==> src/rtl/core/tbpe_pkg.sv <==
// Types and constants of the text blank packing encoder.
package tbpe_pkg;

    // Result status codes
    localparam logic [1:0] ST_WRITTEN = 2'd0;
    localparam logic [1:0] ST_DROPPED = 2'd1;
    localparam logic [1:0] ST_FULL    = 2'd2;

    // Configuration register indexes
    localparam logic [1:0] REG_BINARY_MODE = 2'd0;
    localparam logic [1:0] REG_MAX_LINE    = 2'd1;
    localparam logic [1:0] REG_MAX_OUT     = 2'd2;

    // Register reset values
    localparam logic [14:0] MAX_LINE_RESET = 15'd56;
    localparam logic [19:0] MAX_OUT_RESET  = 20'd651264;

    // Hard ceiling on the line limit
    localparam logic [14:0] LINE_LIMIT_MAX = 15'd32767;

    // Character codes
    localparam logic [6:0] CH_TAB   = 7'h09;
    localparam logic [6:0] CH_LF    = 7'h0A;
    localparam logic [6:0] CH_CR    = 7'h0D;
    localparam logic [6:0] CH_BLANK = 7'h20;
    localparam logic [7:0] BLANK_BYTE = 8'h20;
    localparam logic [7:0] RUN_OFFSET = 8'h80;

    localparam logic [14:0] BLANK_SAT = 15'h7FFF;
    localparam logic [19:0] BYTES_SAT = 20'hFFFFF;

    // Queue between front and back
    localparam int QDEPTH = 4;
    localparam int QPTR_W = $clog2(QDEPTH);

    typedef struct packed {
        logic [7:0] out_byte;
        logic [1:0] status;
        logic       is_last;
    } res_t;

    // All results caused by one input byte
    typedef struct packed {
        res_t r0;
        res_t r1;
        logic two;
    } bundle_t;

endpackage

==> src/rtl/core/tbpe_front.sv <==
// Front end: configuration, line state and classification of each input byte.
module tbpe_front (
    input  logic              aclk,
    input  logic              aresetn,
    input  logic              cfg_wr_en,
    input  logic [1:0]        cfg_index,
    input  logic [19:0]       cfg_data,
    input  logic              s_valid,
    output logic              s_ready,
    input  logic [7:0]        s_in_byte,
    input  logic              q_full,
    output logic              q_push,
    output tbpe_pkg::bundle_t q_data
);
    import tbpe_pkg::*;

    logic        binary_mode_reg;
    logic [14:0] max_line_reg;
    logic [19:0] max_out_reg;

    logic [14:0] blank_run_reg, blank_run_next;
    logic [15:0] column_pos_reg, column_pos_next;
    logic [19:0] bytes_out_reg, bytes_out_next;
    logic        full_flag_reg, full_flag_next;

    logic [15:0] lim;
    logic [6:0]  ch7, ch;
    logic        is_tab, is_lf, is_blank;
    logic        bo_ge, bo1_ge;
    logic [20:0] bo_inc;

    // tab expansion
    logic [15:0] col_p1, stop, tab_end;
    logic [3:0]  tab_delta;
    logic [15:0] br_sum;

    // text path
    logic [14:0] br0;
    logic [15:0] col0;
    logic        flush, full_a, full1, ge1;
    logic [19:0] bo1;
    logic [7:0]  code;
    res_t        res_flush, res_char;
    logic        char_emits;
    logic [15:0] br_p1;

    logic accept;

    assign s_ready = !q_full;
    assign accept  = s_valid && s_ready;

    // Configuration writes
    always_ff @(posedge aclk) begin
        if (!aresetn) begin
            binary_mode_reg <= 1'b0;
            max_line_reg    <= MAX_LINE_RESET;
            max_out_reg     <= MAX_OUT_RESET;
        end else if (cfg_wr_en) begin
            unique case (cfg_index)
                REG_BINARY_MODE: binary_mode_reg <= cfg_data[0];
                REG_MAX_LINE:    max_line_reg    <= cfg_data[14:0];
                REG_MAX_OUT:     max_out_reg     <= cfg_data;
                default: ;
            endcase
        end
    end

    // Shared decode
    always_comb begin
        lim      = {1'b0, (max_line_reg > LINE_LIMIT_MAX) ? LINE_LIMIT_MAX : max_line_reg};
        ch7      = s_in_byte[6:0];
        is_tab   = (ch7 == CH_TAB);
        is_lf    = (ch7 == CH_LF);
        ch       = is_lf ? CH_CR : ch7;
        is_blank = (ch == CH_BLANK);
        bo_inc   = {1'b0, bytes_out_reg} + 21'd1;
        bo_ge    = (bytes_out_reg >= max_out_reg);
        bo1_ge   = (bo_inc >= {1'b0, max_out_reg});
    end

    // Tab: advance to the next stop or the line limit, whichever is first; at the limit, one column
    always_comb begin
        col_p1    = column_pos_reg + 16'd1;
        stop      = ((column_pos_reg + 16'd7) & ~16'd7) + 16'd1;
        if (col_p1 >= lim) begin
            tab_end = col_p1;
        end else begin
            tab_end = (stop < lim) ? stop : lim;
        end
        tab_delta = 4'(tab_end - column_pos_reg);
        br_sum    = {1'b0, blank_run_reg} + {12'd0, tab_delta};
    end

    // Text path: pending blank run, then the character itself
    always_comb begin
        br0   = is_lf ? 15'd0 : blank_run_reg;
        col0  = is_lf ? 16'd0 : column_pos_reg;
        flush = !is_blank && (br0 != 15'd0);
        code  = (br0 == 15'd1) ? BLANK_BYTE : (br0[7:0] ^ RUN_OFFSET);

        full_a = full_flag_reg || bo_ge;
        res_flush.out_byte = full_a ? 8'd0 : code;
        res_flush.status   = full_a ? ST_FULL : ST_WRITTEN;
        res_flush.is_last  = 1'b0;

        if (flush) begin
            full1 = full_a;
            bo1   = full_a ? bytes_out_reg : bo_inc[19:0];
            ge1   = full_a ? bo_ge : bo1_ge;
        end else begin
            full1 = full_flag_reg;
            bo1   = bytes_out_reg;
            ge1   = bo_ge;
        end

        br_p1 = {1'b0, br0} + 16'd1;
        res_char.out_byte = 8'd0;
        res_char.status   = ST_DROPPED;
        res_char.is_last  = 1'b1;
        char_emits        = 1'b1;
        if (col0 > lim) begin
            char_emits = 1'b1;
        end else if (is_blank) begin
            char_emits = 1'b0;
        end else if (full1 || ge1) begin
            res_char.status = ST_FULL;
        end else begin
            res_char.out_byte = {1'b0, ch};
            res_char.status   = ST_WRITTEN;
        end
    end

    // Next state and the bundle for the queue
    always_comb begin
        blank_run_next  = blank_run_reg;
        column_pos_next = column_pos_reg;
        bytes_out_next  = bytes_out_reg;
        full_flag_next  = full_flag_reg;
        q_push          = 1'b0;
        q_data          = '0;

        priority if (binary_mode_reg) begin
            q_push            = accept;
            q_data.r0         = '{out_byte: s_in_byte, status: ST_WRITTEN, is_last: 1'b1};
            bytes_out_next    = (bytes_out_reg != BYTES_SAT) ? bo_inc[19:0] : bytes_out_reg;
        end else if (is_tab) begin
            if (column_pos_reg > lim) begin
                q_push    = accept;
                q_data.r0 = '{out_byte: 8'd0, status: ST_DROPPED, is_last: 1'b1};
            end else begin
                column_pos_next = tab_end;
                blank_run_next  = (br_sum > {1'b0, BLANK_SAT}) ? BLANK_SAT : br_sum[14:0];
            end
        end else begin
            q_push = accept && (flush || char_emits);
            if (flush && char_emits) begin
                q_data.r0  = res_flush;
                q_data.r1  = res_char;
                q_data.two = 1'b1;
            end else if (flush) begin
                q_data.r0         = res_flush;
                q_data.r0.is_last = 1'b1;
            end else begin
                q_data.r0 = res_char;
            end

            // state after the optional flush
            blank_run_next  = flush ? 15'd0 : br0;
            column_pos_next = col0;
            bytes_out_next  = bo1;
            full_flag_next  = full1;
            if (col0 > lim) begin
                // character dropped; only the optional flush above changes state
            end else if (is_blank) begin
                blank_run_next  = (br0 < BLANK_SAT) ? br_p1[14:0] : br0;
                column_pos_next = col0 + 16'd1;
            end else begin
                column_pos_next = col0 + 16'd1;
                if (full1 || ge1) begin
                    full_flag_next = 1'b1;
                end else begin
                    bytes_out_next = bo1 + 20'd1;
                end
            end
        end
    end

    // State registers advance on each accepted transaction
    always_ff @(posedge aclk) begin
        if (!aresetn) begin
            blank_run_reg  <= '0;
            column_pos_reg <= '0;
            bytes_out_reg  <= '0;
            full_flag_reg  <= 1'b0;
        end else if (accept) begin
            blank_run_reg  <= blank_run_next;
            column_pos_reg <= column_pos_next;
            bytes_out_reg  <= bytes_out_next;
            full_flag_reg  <= full_flag_next;
        end
    end

endmodule

==> src/rtl/core/tbpe_queue.sv <==
// Short FIFO of result bundles between front and back.
module tbpe_queue (
    input  logic              aclk,
    input  logic              aresetn,
    input  logic              push,
    input  tbpe_pkg::bundle_t push_data,
    output logic              full,
    output logic              empty,
    input  logic              pop,
    output tbpe_pkg::bundle_t head
);
    import tbpe_pkg::*;

    bundle_t             mem_reg [QDEPTH];
    logic [QPTR_W-1:0]   wr_ptr_reg, rd_ptr_reg;
    logic [QPTR_W:0]     count_reg;

    assign full  = (count_reg == (QPTR_W + 1)'(QDEPTH));
    assign empty = (count_reg == '0);
    assign head  = mem_reg[rd_ptr_reg];

    // Storage
    always_ff @(posedge aclk) begin
        if (push) begin
            mem_reg[wr_ptr_reg] <= push_data;
        end
    end

    // Pointers and fill level
    always_ff @(posedge aclk) begin
        if (!aresetn) begin
            wr_ptr_reg <= '0;
            rd_ptr_reg <= '0;
            count_reg  <= '0;
        end else begin
            if (push) begin
                wr_ptr_reg <= wr_ptr_reg + QPTR_W'(1);
            end
            if (pop) begin
                rd_ptr_reg <= rd_ptr_reg + QPTR_W'(1);
            end
            unique case ({push, pop})
                2'b10:   count_reg <= count_reg + (QPTR_W + 1)'(1);
                2'b01:   count_reg <= count_reg - (QPTR_W + 1)'(1);
                default: count_reg <= count_reg;
            endcase
        end
    end

endmodule

==> src/rtl/core/tbpe_back.sv <==
// Back end: sends the one or two results of each bundle, one per cycle while m_ready is high.
module tbpe_back (
    input  logic              aclk,
    input  logic              aresetn,
    input  logic              q_empty,
    input  tbpe_pkg::bundle_t q_head,
    output logic              q_pop,
    output logic              m_valid,
    input  logic              m_ready,
    output logic [7:0]        m_out_byte,
    output logic [1:0]        m_status,
    output logic              m_is_last
);
    import tbpe_pkg::*;

    logic sub_reg, sub_next;
    res_t cur;
    logic xfer;

    assign m_valid    = !q_empty;
    assign cur        = sub_reg ? q_head.r1 : q_head.r0;
    assign m_out_byte = cur.out_byte;
    assign m_status   = cur.status;
    assign m_is_last  = cur.is_last;

    // Step through the bundle; pop after its last result
    always_comb begin
        xfer     = m_valid && m_ready;
        q_pop    = xfer && (!q_head.two || sub_reg);
        sub_next = sub_reg;
        if (xfer) begin
            sub_next = !q_pop;
        end
    end

    always_ff @(posedge aclk) begin
        if (!aresetn) begin
            sub_reg <= 1'b0;
        end else begin
            sub_reg <= sub_next;
        end
    end

endmodule

==> src/rtl/core/text_blank_packing_encoder.sv <==
// Top level of the text blank packing encoder.
// Packs a byte stream for a disk image: binary mode passes bytes through, text mode
// strips bit 7, expands tabs, turns line feeds into carriage returns, folds blank runs
// into one code byte and flags over-long lines and a full disk. An input byte is
// accepted in any cycle in which the four-entry result queue has room; each byte yields
// zero, one or two results, and they leave one per cycle while m_ready is high. A result
// passes through the result queue before it is visible on the result port. The user
// must write configuration only while idle; the block itself does not enforce it.
module text_blank_packing_encoder (
    input  logic        aclk,
    input  logic        aresetn,
    input  logic        cfg_wr_en,
    input  logic [1:0]  cfg_index,
    input  logic [19:0] cfg_data,
    input  logic        s_valid,
    output logic        s_ready,
    input  logic [7:0]  s_in_byte,
    output logic        m_valid,
    input  logic        m_ready,
    output logic [7:0]  m_out_byte,
    output logic [1:0]  m_status,
    output logic        m_is_last
);
    import tbpe_pkg::*;

    logic    q_full, q_empty, q_push, q_pop;
    bundle_t q_data, q_head;

    tbpe_front u_front (
        .aclk      (aclk),
        .aresetn   (aresetn),
        .cfg_wr_en (cfg_wr_en),
        .cfg_index (cfg_index),
        .cfg_data  (cfg_data),
        .s_valid   (s_valid),
        .s_ready   (s_ready),
        .s_in_byte (s_in_byte),
        .q_full    (q_full),
        .q_push    (q_push),
        .q_data    (q_data)
    );

    tbpe_queue u_queue (
        .aclk      (aclk),
        .aresetn   (aresetn),
        .push      (q_push),
        .push_data (q_data),
        .full      (q_full),
        .empty     (q_empty),
        .pop       (q_pop),
        .head      (q_head)
    );

    tbpe_back u_back (
        .aclk       (aclk),
        .aresetn    (aresetn),
        .q_empty    (q_empty),
        .q_head     (q_head),
        .q_pop      (q_pop),
        .m_valid    (m_valid),
        .m_ready    (m_ready),
        .m_out_byte (m_out_byte),
        .m_status   (m_status),
        .m_is_last  (m_is_last)
    );

endmodule

==> config.mk <==
export PLATFORM = sky130hd
export DESIGN_NAME = text_blank_packing_encoder
export DESIGN_NICKNAME = d
export VERILOG_FILES = /design/src/rtl/core/tbpe_pkg.sv /design/src/rtl/core/tbpe_front.sv /design/src/rtl/core/tbpe_queue.sv /design/src/rtl/core/tbpe_back.sv /design/src/rtl/core/text_blank_packing_encoder.sv
export SDC_FILE = /design/constraint.sdc
export NUM_CORES = 1
export LEC_CHECK = 0
export BUFFER_PORTS_ARGS = -buffer_cell sky130_fd_sc_hd__buf_2
export CAP_MARGIN = 15
export CORE_MARGIN = 1
export CORE_UTILIZATION = 55
export CTS_BUF_LIST = sky130_fd_sc_hd__clkbuf_16
export CTS_CLUSTER_DIAMETER = 60
export DETAILED_ROUTE_END_ITERATION = 8
export PLACE_DENSITY_LB_ADDON = 0.05
export SYNTH_ARGS = -nofsm -noshare
export SYNTH_HDL_FRONTEND = slang
export SYNTH_SLANG_ARGS = --single-unit
==> constraint.sdc <==
create_clock -name aclk -period 10.5 [get_ports aclk]
set_input_delay 0.525 -clock aclk [delete_from_list [all_inputs] [get_ports aclk]]
set_output_delay 0.525 -clock aclk [all_outputs]
set_load 0.1 [all_outputs]
## Word level (Yosys, flattened, before mapping)

Memory sizes are Yosys's and may differ from the RTL's. A register that Yosys moved wholly into a read port is not among the register bits.
Cells that the tools add are included.
Widths: inputs -> output; s select.

- Flip-flop bits (word level): 96
- Latch bits: 0
- Bits in writable memories: 92
- Memory bits (read-only): 0
- Input bits: 35
- Output and inout bits: 13
- Word-level logic and storage cells: 131
- Memories: 1

- Add/sub/neg operators: 13
- $mul: 0
- Divide/modulo/power cells: 0
- $lt $le $gt $ge: 9
- Equality and inequality tests: 13
- Shift-type cells: 0
- Mux-type cells: 56
- Bitwise gates (word level): 3
- Reductions and logical operators: 25

Memory list:

| name | depth | width | read ports | clocked after memory_dff | wr ports | line | source |
|---|---|---|---|---|---|---|---|
| u_queue.mem_reg | 4 | 23 | 1 | 1 | 1 | tbpe_queue.sv:14 | `bundle_t mem_reg [QDEPTH];` |

Operators by type and width:

| kind | count |
|---|---|
| $mux 20 | 8 |
| $mux 15 | 9 |
| $mux 16 | 6 |
| $mux 11 | 5 |
| $add 16x1->16 const B | 3 |
| $mux 12 | 3 |
| $gt 16x15->1 | 2 |
| $add 20x1->21 const B | 1 |
| $ge 21x20->1 | 1 |
| $add 20x1->20 const B | 1 |
| $ge 20x20->1 | 1 |
| $mux 10 | 2 |
| $ne 20x20->1 const B | 1 |
| $add 15x4->16 | 1 |
| $add 16x3->16 const B | 1 |
| $ge 16x15->1 | 1 |
| $gt 16x15->1 const B | 1 |
| $lt 16x15->1 | 1 |
| $mux 8 | 2 |
| $add 15x1->15 const B | 1 |
| $eq 15x1->1 const B | 1 |
| $gt 15x15->1 const B | 1 |
| $lt 15x15->1 const B | 1 |
| $reduce_bool 15->1 | 1 |
| other kinds (24) | 64 |

## Longest topological paths before layout

Gate-level depths: netlist (run 1).

- Depth after elaboration: 14
- Mapped depth: 31
- Depth with buffers taken out: 30

## Modules after synthesis

From an unflattened synthesis (run 1), not the netlist that was laid out.

- Cell total of the unflattened synthesis: 1586
- Area, all modules: 13914.6 sq um

By module, submodules not included:

| module | times used | cells an instance | area an instance (sq um) | seq. area each (sq um) |
|---|---|---|---|---|
| tbpe_front | 1 | 1401 | 9879.5 | 1761.7 |
| tbpe_queue | 1 | 166 | 3803.6 | 2942.8 |
| tbpe_back | 1 | 19 | 231.5 | 20.0 |

## Least setup slack after synthesis (run 1)

Ideal clock, no wire load.

- Kind: register to register
- From: register u_front.column_pos_reg[1]
- To: register u_front.blank_run_reg[8]
- Setup time: 0.115 ns
- Data arrival time: 6.015 ns
- Required time: 10.385 ns
- Slack: 4.370 ns
- Cell stages (with the launch flop): 28
- Path buffers: 1
- Period minus slack after synthesis: 6.130 ns
- Path through: dfxtp_1 -> clkbuf_1 -> inv_1 -> ha_1 -> inv_1 -> o21ai_0 -> nor3_1 -> nand4_1 -> xnor2_1 -> ha_1 -> nand3_1 -> nor2_1 -> a2111oi_0 -> o31ai_1 -> nor2_1 -> o31ai_1 -> ha_1 -> fa_1 -> inv_1 -> ha_1 -> a21o_1 -> a21oi_1 -> o21bai_1 -> nand2_1 -> nor3_1 -> nor3_1 -> a41oi_1 -> and3_1

- Word-level cells in the longest chain between the ends: 11
- Elaborated cells between the ends (all ways): 19
- Classes of those cells: 5 x add/sub; 5 x order compare; 1 x eq/ne; 7 x mux; 1 x reduce/logical

RTL lines:

| element | line | source |
|---|---|---|
| start: declaration | tbpe_front.sv:22 | `logic [15:0] column_pos_reg, column_pos_next;` |
| start signal: assignment | tbpe_front.sv:197 | `column_pos_reg <= column_pos_next;` |
| $add 16x3->16 | tbpe_front.sv:84 | `stop = ((column_pos_reg + 16'd7) & ~16'd7) + 16'd1;` |
| $add 16x1->16 | tbpe_front.sv:84 |  |
| $lt 16x15->1 | tbpe_front.sv:88 | `tab_end = (stop < lim) ? stop : lim;` |
| $mux 16 | tbpe_front.sv:88 |  |
| $mux 16 | tbpe_front.sv:85 | `if (col_p1 >= lim) begin` |
| $sub 4x4->4 | tbpe_front.sv:90 | `tab_delta = 4'(tab_end - column_pos_reg);` |
| $add 15x4->16 | tbpe_front.sv:91 | `br_sum = {1'b0, blank_run_reg} + {12'd0, tab_delta};` |
| $gt 16x15->1 | tbpe_front.sv:152 | `blank_run_next = (br_sum > {1'b0, BLANK_SAT}) ? BLANK_SAT : br_sum[14:0];` |
| $mux 15 | tbpe_front.sv:152 |  |
| $mux 15 | tbpe_front.sv:147 | `if (column_pos_reg > lim) begin` |
| $mux 15 | tbpe_front.sv:146 | `end else if (is_tab) begin` |
| end signal: assignment | tbpe_front.sv:196 | `blank_run_reg <= blank_run_next;` |
| end: declaration | tbpe_front.sv:21 | `logic [14:0] blank_run_reg, blank_run_next;` |

Several ways; a longest one is shown, not always the timed one. The select of a mux whose other input is x is not followed.
A chain may end at the register's enable or synchronous reset.

## Final worst setup path (run 1)

- From: register u_front.column_pos_reg[0]
- To: register u_front.blank_run_reg[8]

Same word-level chain as after synthesis.

==> out/summary.txt, run 1 <==
Post-synth EDFFs - 84
Die area - 0.0253 sq mm
Final wirelength - 40100 um
Final Max Tran Viols - 0
Critical Path RT - 10.84 ns
Synth warn - 0
Io pins - 48
CP max-delay cell - nor3_1
Die H - 159 um
Post-route insts no fill - 1920
Crit path max fanout - 18
Worst hold path depth - 3
Post-CTS sizing - 0
Startpoint type of the worst setup path - flop
Tmin final - 6.98 ns
Core Footprint - 0.0242 sq mm
Critical R2R Capture - u_front.blank_run_reg[8]$_SDFFE_PN0P_
Synth Register Bits - 182
Worst hold start - cfg_data[16]
Detailed Routing Iterations Pass 1 - 5
Relative slew slack - 0.251
Max clock buf depth - 2
Final design utilization - 0.604
# clock sinks - 182
Power per cell area - 158 mW/mm^2
DP Wirelength - 28500 um
Count of different cell masters after synthesis - 88
Ys async rst share - 0
Worst Hold End - u_front.max_out_reg[16]$_SDFFE_PN1P_
Leak - 5.86 nW
Routed len/inst - 20.9 um
CTS tree - yes
Period utilisation layout - 0.665
Biggest area consumer among synthesized cells - edfxtp_1
Tightest Hold Check Type - in -> reg
Crit path kind - reg -> reg
Dpl cells - 1887
FF-to-FF path depth - 27
Via density - 6.40
Top FF cell, synth - dfxtp_1
# fillers - 2221
Avg Cell Area, Syn - 8.50 sq um
RSZ-0062 raised after global routing - false
Peak supply drop - 0.000102 V
Initial antenna violation count - 0
Mapped Area - 0.0136 sq mm
Clock slew at reported path FFs - 0.08 ns
Crit end category - flop
Reg2reg setup slack - 3.52 ns
CTS H-tree lvls - 4
Arr. time, crit path - 7.32 ns
Post-synthesis net count - 1747
Clock buffer count from CTS - 17
Max reg flops - 84
Hold_buf cts - 0
Total chip power - 2.31 mW
Delay-heaviest family, CP - simple AND/OR/NAND/NOR gates
Status - complete, no violations
Worst skew pair latency - 0.45 ns
Max-cap violation count - 0
Area share of the largest cell type after synthesis - 0.186
CTS root buf - clkbuf_16
Drc violations - 0
# rows - 57
Fraction of layout cells with a size suffix above 1 - 0.0977
CP Buf/Inv Count - 4
Cells after Synth - 1599
Peak per-stage delay on the critical path - 0.80 ns
Grt ovf - 0
CP dominant cell by count - ha_1
Max Clock Freq - 0.143 GHz
Worst slew pin tran - 1.12 ns
RD Place Congestion - 0.976
Setup TNS - 0 ns
Final setup violation count - 0
Synth-to-layout area growth - 7.79%
Nets - 1731
Chip Width - 159 um
Clock Skews - 0.0201 ns
R2r startpoint - u_front.column_pos_reg[0]$_SDFFE_PN0P_
Vias in the first global route - 11500
Via Count - 12300
GR Util All Layers - 0.320
Postcts setup bufs - 0
First-pass GRT wire length - 63800 um
Largest net degree at the start of global routing - 65
Fin. Hold Viols - 0
Initial Util - 0.560
I/O Buffers - 47
DR iter-0 viols - 1067
Antenna-violating nets left - 0
Sequential share of the synthesized area - 0.330
Synth area leaders - edfxtp_1 19%, dfxtp_1 14%, ha_1 10%
# diodes - 0
layout by cell type (no fill, tap or decap), types with 7 or more instances in the layout:
cell	Yosys	final
a21o_1	17	17
xor2_1	33	33
nand4_1	33	33
mux2i_1	19	19
buf_2	5	48
nand2b_1	10	10
nor4_1	12	12
o31ai_1	17	17
o211ai_1	23	23
a31oi_1	20	20
mux4_2	21	21
o21a_1	10	10
nand2_1	225	225
and3_1	26	26
o22ai_1	8	8
nor3_1	40	40
ha_1	110	110
clkbuf_16	0	17
a211oi_1	13	13
dfxtp_1	98	98
a211o_1	7	7
buf_4	0	21
and2_1	27	27
inv_1	69	68
a21oi_1	126	126
nor2_1	121	120
o21ai_0	66	66
or3_1	8	8
xnor2_1	52	52
edfxtp_1	84	84
nand3_1	47	47
per-layer routing:
metal  routed length, um  up-vias  track usage  share of wire
li1                    -     5842            -              -
met2               18300      546        0.511           0.46
met1               17600     5832        0.441           0.44
met3                3220       69       0.0550          0.080
met5                   0        -            0              0
met4                1010        0        0.103          0.025
cells in the mapped netlist (6+ instances only):
| cell | count |
|---|---|
| dfxtp_1 | 98 |
| o221ai_1 | 6 |
| o22ai_1 | 8 |
| buf_1 | 16 |
| inv_1 | 69 |
| edfxtp_1 | 84 |
| xor2_1 | 33 |
| nor3_1 | 40 |
| a21oi_1 | 126 |
| nand2b_1 | 10 |
| o31ai_1 | 17 |
| nand2_1 | 225 |
| a211oi_1 | 13 |
| o211ai_1 | 23 |
| and2_1 | 27 |
| clkbuf_1 | 83 |
| a22o_1 | 6 |
| a21o_1 | 17 |
| nor2_1 | 121 |
| or3_1 | 8 |
| ha_1 | 110 |
| nor4_1 | 12 |
| mux2_2 | 6 |
| o21ai_0 | 66 |
| and3_1 | 26 |
| nand3_1 | 47 |
| nand3b_1 | 6 |
| o21a_1 | 10 |
| a31oi_1 | 20 |
| mux2i_1 | 19 |
| a211o_1 | 7 |
| nand4_1 | 33 |
| mux4_2 | 21 |
| xnor2_1 | 52 |
worst min-delay path, stage by stage:
cell,delay [ns]
buf_2,0.07
nand2_1,0.04
o211ai_1,0.08
worst max-delay path by stage:
stage                                           startpoint                                     to  slack [ns]  cells after the start
floorplan           u_front.column_pos_reg[1]$_SDFFE_PN0P_  u_front.blank_run_reg[8]$_SDFFE_PN0P_        4.37                     27
global placement    u_front.column_pos_reg[1]$_SDFFE_PN0P_  u_front.blank_run_reg[8]$_SDFFE_PN0P_        3.71                     27
detailed placement  u_front.column_pos_reg[0]$_SDFFE_PN0P_  u_front.blank_run_reg[8]$_SDFFE_PN0P_        3.63                     27
CTS                 u_front.column_pos_reg[0]$_SDFFE_PN0P_  u_front.blank_run_reg[8]$_SDFFE_PN0P_        3.65                     27
global route        u_front.column_pos_reg[1]$_SDFFE_PN0P_  u_front.blank_run_reg[8]$_SDFFE_PN0P_        2.99                     27
finish              u_front.column_pos_reg[0]$_SDFFE_PN0P_  u_front.blank_run_reg[8]$_SDFFE_PN0P_        3.52                     27
final cells by class:
type	instances	area, sq um	share of cell area
Clock buffer	17	425	0.0291
Clock inverter	15	214	0.0146
Inverter	70	263	0.0179
Multi-Input combinational cell	1243	8450	0.577
Sequential cell	182	4480	0.306
Tap cell	324	405	0.0277
Timing Repair Buffer	69	398	0.0272
through the flow:
step                hold slack [ns]  instance area (sq um)  setup WS, ns
floorplan                     0.436                  13600          4.37
global placement              0.444                  14000          3.71
detailed placement            0.446                  14000          3.63
CTS                           0.291                  14600          3.65
global route                  0.307                  14600          2.99
finish                        0.299                  14600          3.52
kinds of logic after synthesis:
logic type                 Yosys count  share of synthesized area
adders and majority gates          114                      0.106
muxes                               46                     0.0538
xor gates and xnor gates            85                     0.0548
and+or+nand+nor                    610                      0.219
buffers and inverters              174                     0.0485
AOI/OAI and AO/OA                  388                      0.187
DFF                                182                      0.330
report_power, final:
group          total, mW  switching (mW)  leakage, nW  internal (mW)
Combinational      0.729           0.499         3.97          0.230
Sequential         0.881          0.0643         1.58          0.817
Clock              0.700           0.365        0.306          0.336
No activity file was read; power rests on OpenSTA's default activity.
==> inputs of run 2 (changes only) <==
==> constraint.sdc (replaced) <==
create_clock -name aclk -period 5.8 [get_ports aclk]
set_input_delay 0.29 -clock aclk [delete_from_list [all_inputs] [get_ports aclk]]
set_output_delay 0.29 -clock aclk [all_outputs]
set_load 0.1 [all_outputs]
==> run 2 against run 1 <==
Against the previous run:
- non-clock buffer count increased by 54
- global-route usage increased by 1.3 points
- critical path type unchanged
- power increased by 83%
==> out/summary.txt, run 2 (synthesis gave the netlist of run 1 again) <==
Detailed Routing Iterations Pass 1 - 5
Crit path max fanout - 7
Most frequent cells in the layout - 225 x nand2_1, 125 x a21oi_1, 117 x nor2_1
First-pass GRT wire length - 66000 um
Peak supply drop - 0.000245 V
Clock Skews - 0.0168 ns
# fillers - 2107
Drc violations - 0
Clock slew at reported path FFs - 0.08 ns
Final wirelength - 41900 um
Synth-to-layout area growth - 12.1%
Min Hold Slack - 0.0548 ns
Final Max Tran Viols - 0
Via Count - 12500
Critical R2R Capture - u_front.blank_run_reg[4]$_SDFFE_PN0P_
# rows - 57
Initial antenna violation count - 0
Die area - 0.0253 sq mm
DP Wirelength - 30200 um
Max-cap violation count - 0
Worst hold path depth - 3
Die H - 159 um
Crit end category - flop
Core Footprint - 0.0242 sq mm
GR Util All Layers - 0.333
CTS tree - yes
Chip Width - 159 um
Area of the multi-input gates - 0.00861 sq mm
Routed len/inst - 21.2 um
Max Clock Freq - 0.182 GHz
Worst slack, placed - 0.0479 ns
Nets - 1785
Antenna-violating nets left - 0
CTS root buf - clkbuf_16
Worst Hold End - u_front.max_out_reg[19]$_SDFFE_PN1P_
FF/Latch Area - 0.00449 sq mm
Io pins - 48
Arr. time, crit path - 5.84 ns
Tightest Hold Check Type - in -> reg
Fin. Hold Viols - 0
# diodes - 0
Setup TNS - 0 ns
Vias in the first global route - 11800
FF-to-FF path depth - 27
Relative slew slack - 0.173
CTS H-tree lvls - 4
Crit path from - u_front.column_pos_reg[0]$_SDFFE_PN0P_
Status - complete, no violations
R2r startpoint - u_front.column_pos_reg[0]$_SDFFE_PN0P_
Period utilisation layout - 0.946
Crit path kind - reg -> reg
# clock sinks - 182
Tmin final - 5.49 ns
Max reg flops - 84
Max clock buf depth - 2
Startpoint type of the worst setup path - flop
Grt ovf - 0
Largest net degree at the start of global routing - 65
Clock buffer count from CTS - 17
Commonest non-fill, non-tap cell in the layout - nand2_1
Critical Path RT - 6.15 ns
Reg2reg setup slack - 0.31 ns
Via density - 6.33
Worst hold start - cfg_data[19]
Initial Util - 0.560
I/O Buffers - 47
Total chip power - 4.22 mW
Power per cell area - 277 mW/mm^2
DR iter-0 viols - 1179
Dpl cells - 1939
Final setup violation count - 0
Hold_buf cts - 0
Leak - 6.19 nW
Post-route insts no fill - 1974
Setup ws final - 0.314 ns
Worst skew pair latency - 0.45 ns
RD Place Congestion - 0.975
Fraction of layout cells with a size suffix above 1 - 0.144
Worst slew pin tran - 1.23 ns
run 2: changes by cell type in the layout (fill, tap and decap cells not counted), sizes merged:
cell / change
buf: +54
clkinv: +1
inv: -1
run 2: routing by layer:
metal | vias up | GRT usage | wire length [um]
li1 | 5929 | - | -
met4 | 0 | 0.105 | 1040
met3 | 75 | 0.0581 | 3450
met1 | 5930 | 0.458 | 18100
met5 | - | 0 | 0
met2 | 561 | 0.534 | 19400
run 2: how the worst max path moves through the flow:
| stage | to | slack, ns | cells past startpoint |
|---|---|---|---|
| after detailed placement | u_front.blank_run_reg[4]$_SDFFE_PN0P_ | 0.05 | 26 |
| after global placement | u_front.blank_run_reg[4]$_SDFFE_PN0P_ | 0.18 | 26 |
| after CTS | u_front.blank_run_reg[4]$_SDFFE_PN0P_ | 0.03 | 26 |
| final | u_front.blank_run_reg[4]$_SDFFE_PN0P_ | 0.31 | 27 |
| after floorplan | u_front.blank_run_reg[8]$_SDFFE_PN0P_ | -0.007 | 29 |
| after global routing | u_front.blank_run_reg[10]$_SDFFE_PN0P_ | -0.03 | 27 |
run 2: where the power goes:
| group | internal, mW | leakage [nW] | switching, mW |
|---|---|---|---|
| sequential | 1.48 | 1.58 | 0.0977 |
| combinational | 0.451 | 4.30 | 0.940 |
| clock | 0.608 | 0.309 | 0.650 |
run 2: worst max-delay path, cell delays in order (launching register included):
cell and delay [ns]:
dfxtp_2 0.38, buf_4 0.15, nand4_1 0.15, or2_2 0.38
nor2_2 0.17, xor2_2 0.18, ha_1 0.27, a21o_1 0.16
a21o_1 0.16, a21oi_1 0.16, nor2_1 0.08, a211o_4 0.37
nand2_1 0.14, o31ai_4 0.09, ha_2 0.19, fa_1 0.52
inv_1 0.05, ha_1 0.26, a21o_1 0.19, a21oi_2 0.18
o21bai_1 0.11, nand2_1 0.11, nor3_2 0.05, buf_4 0.15
or3_1 0.33, a21oi_1 0.15, a31oi_1 0.05, and3_1 0.19
run 2: cell type report:
class	instances	area share
Clock buffer	17	0.0279
Clock inverter	15	0.0145
Inverter	70	0.0173
Multi-Input combinational cell	1243	0.565
Sequential cell	182	0.295
Tap cell	324	0.0266
Timing Repair Buffer	123	0.0537
run 2: timing repair:
| item | in CTS | in global routing |
|---|---|---|
| setup endpoints to repair | 0 | 15 |
| buffers inserted | 0 | 3 |
| resized for setup | 0 | 36 |
run 2: through the flow:
step | instance area [sq um] | utilization
floorplan | 13600 | -
global placement | 14400 | 0.594
detailed placement | 14400 | 0.594
CTS | 15100 | 0.621
global route | 15200 | 0.628
finish | 15200 | 0.628
==> inputs of run 3 (changes only) <==
--- a/config.mk
+++ b/config.mk
@@ -5,6 +5,7 @@
 export SDC_FILE = /design/constraint.sdc
 export NUM_CORES = 1
 export LEC_CHECK = 0
+export ABC_AREA = 1
 export BUFFER_PORTS_ARGS = -buffer_cell sky130_fd_sc_hd__buf_2
 export CAP_MARGIN = 15
 export CORE_MARGIN = 1
==> run 3 against run 2 <==
Against the previous run:
- utilization decreased by 1.5 points
- via count increased by 7.9%
- non-clock buffer count decreased by 32
- final area increased by 1.7%
- first-iteration DRC count increased by 4.5%
- worst setup slack improved by 0.081 ns
- critical path type unchanged
- largest cell class unchanged
==> out/summary.txt, run 3 <==
Status - complete, no violations
Io pins - 48
Final wirelength - 42600 um
Tmin final - 5.40 ns
Fraction of layout cells with a size suffix above 1 - 0.111
Clock buffer count from CTS - 17
GRT met3 Usage - 0.0519
Post-synth EDFFs - 84
Worst slack, placed - 0.103 ns
Fin. Hold Viols - 0
# diodes - 0
# clock sinks - 182
Commonest cells post-synth - 393 x nand2_1, 241 x inv_1, 212 x nor2_1
Most frequent cells in the layout - 393 x nand2_1, 241 x inv_1, 201 x nor2_1
Peak supply drop - 0.000403 V
Max clock buf depth - 2
Via density - 5.70
Cells after Synth - 1995
Final setup violation count - 0
GR peak layer - met2
Final design utilization - 0.613
Max-cap violation count - 0
Synth Register Bits - 182
Worst skew pair latency - 0.45 ns
Count leader, synth - nand2_1
I/O Buffers - 47
Nets - 2169
DR iter-0 viols - 1232
Biggest area consumer among synthesized cells - edfxtp_1
CTS root buf - clkbuf_16
Worst slew pin tran - 1.19 ns
CP dominant cell by count - nand2_1
RD Place Congestion - 0.965
Initial Util - 0.562
Mapped Area - 0.0142 sq mm
Final Max Tran Viols - 0
Synth-to-layout area growth - 9.20%
Area share of the largest cell type after synthesis - 0.178
Avg Cell Area, Syn - 7.11 sq um
Top FF cell, synth - dfxtp_1
Synth warn - 0
Clock slew at reported path FFs - 0.09 ns
Die area - 0.0264 sq mm
Synth area leaders - edfxtp_1 18%, dfxtp_1 14%, nand2_1 10%
Count of different cell masters after synthesis - 66
Post-synthesis net count - 2143
Tightest Hold Check Type - in -> reg
Detailed Routing Iterations Pass 1 - 5
Antenna-violating nets left - 0
Max Clock Freq - 0.185 GHz
Setup ws final - 0.396 ns
Initial antenna violation count - 0
CTS tree - yes
Critical Path RT - 6.12 ns
Arr. time, crit path - 5.73 ns
First-pass GRT wire length - 67700 um
Leak - 6.73 nW
Startpoint type of the worst setup path - flop
DP Wirelength - 30600 um
Total chip power - 5.17 mW
GR Util met2 - 0.528
Ys async rst share - 0
Max reg flops - 84
Min Hold Slack - 0.0530 ns
Crit path max fanout - 6
Design Area, Final - 0.0155 sq mm
Relative slew slack - 0.198
Placement Cell Area - 0.0147 sq mm
Period utilisation layout - 0.932
Sequential share of the synthesized area - 0.316
Met1 Usage GRT - 0.462
Vias in the first global route - 12400
Peak per-stage delay on the critical path - 0.40 ns
Drc violations - 0
CP max-delay cell - dfxtp_2
# rows - 58
Hold_buf cts - 0
Chip Width - 163 um
Die H - 163 um
Clock Skews - 0.0184 ns
Via Count - 13500
GR Util All Layers - 0.331
Routed len/inst - 18.0 um
Largest net degree at the start of global routing - 66
Crit end category - flop
Crit path kind - reg -> reg
Power per cell area - 334 mW/mm^2
Commonest non-fill, non-tap cell in the layout - nand2_1
CTS H-tree lvls - 4
Grt ovf - 0
Core Footprint - 0.0253 sq mm
-- run 3: changes by cell type in the layout (fill, tap and decap cells not counted), moves of 24 or more --
| cell | change |
|---|---|
| xnor2_1 | -34 |
| nor2_1 | +84 |
| nand3_1 | +60 |
| buf_4 | -32 |
| a21oi_1 | +34 |
| o21ai_0 | +94 |
| inv_1 | +173 |
| and3_1 | -24 |
| and2_1 | -26 |
| nand2_1 | +168 |
-- run 3: cell type report --
cell class | count | area [sq um]
well taps | 330 | 413
fillers | 2386 | 9770
clock buffers | 17 | 425
repair buffers | 91 | 573
clock inverters | 15 | 221
multi-input cells | 1475 | 8410
inverters | 254 | 953
flip-flops and latches | 182 | 4490
-- run 3: worst paths after layout --
kind                                                             start                                     end  slack, ns  cells after the start
worst max-delay path            u_front.column_pos_reg[1]$_SDFFE_PN0P_  u_front.blank_run_reg[14]$_SDFFE_PN0P_       0.40                     32
worst min-delay path                                      cfg_data[16]    u_front.max_out_reg[16]$_SDFFE_PN1P_       0.05                      3
worst max register to register  u_front.column_pos_reg[1]$_SDFFE_PN0P_  u_front.blank_run_reg[14]$_SDFFE_PN0P_       0.40                     32
worst min register to register      u_queue.rd_ptr_reg[1]$_SDFFE_PN0P_      u_queue.rd_ptr_reg[1]$_SDFFE_PN0P_       0.48                      2
-- run 3: through the flow --
stage	instances	setup TNS [ns]
after detailed placement	2330	0
final	2364	0
after global placement	2330	0
after CTS	2362	0
after global routing	2364	-0.0142
after floorplan	1995	0
-- run 3: cell families (layout without fill, tap and decap cells) --
| family | after synthesis | count (layout) | share of synthesized area |
|---|---|---|---|
| simple gates | 862 | 862 | 0.271 |
| compound gates | 430 | 430 | 0.170 |
| buf+inv | 338 | 377 | 0.0968 |
| flops | 182 | 182 | 0.316 |
| fa+ha+maj | 113 | 113 | 0.101 |
| xor+xnor | 70 | 70 | 0.0443 |
-- run 3: critical path: cells and delay by family, from the launching register on --
family                   cells  cell delay, ns
buffers and inverters        4            0.42
flip-flops                   1            0.40
AND/OR/NAND/NOR             13            1.73
adder cells (fa/ha/maj)      4            1.14
XOR/XNOR                     4            0.69
AO/OA/AOI/OAI                7            0.88
-- run 3: repair_timing --
action | 4_1_cts | 5_1_grt
gates resized for setup | 0 | 24
buffers inserted | 0 | 1
setup endpoints to repair | 0 | 13
-- run 3: power by group --
part           total, mW  internal [mW]  switching, mW  leakage, nW
logic               2.29          0.642           1.65         4.83
clock network       1.27          0.608          0.662        0.308
registers           1.61           1.51          0.104         1.59
-- run 3: routing by layer --
metal  part of all wire  wire [um]
met1               0.46      19400
met2               0.45      19000
met3              0.079       3380
met4              0.019        792
met5                  0          0
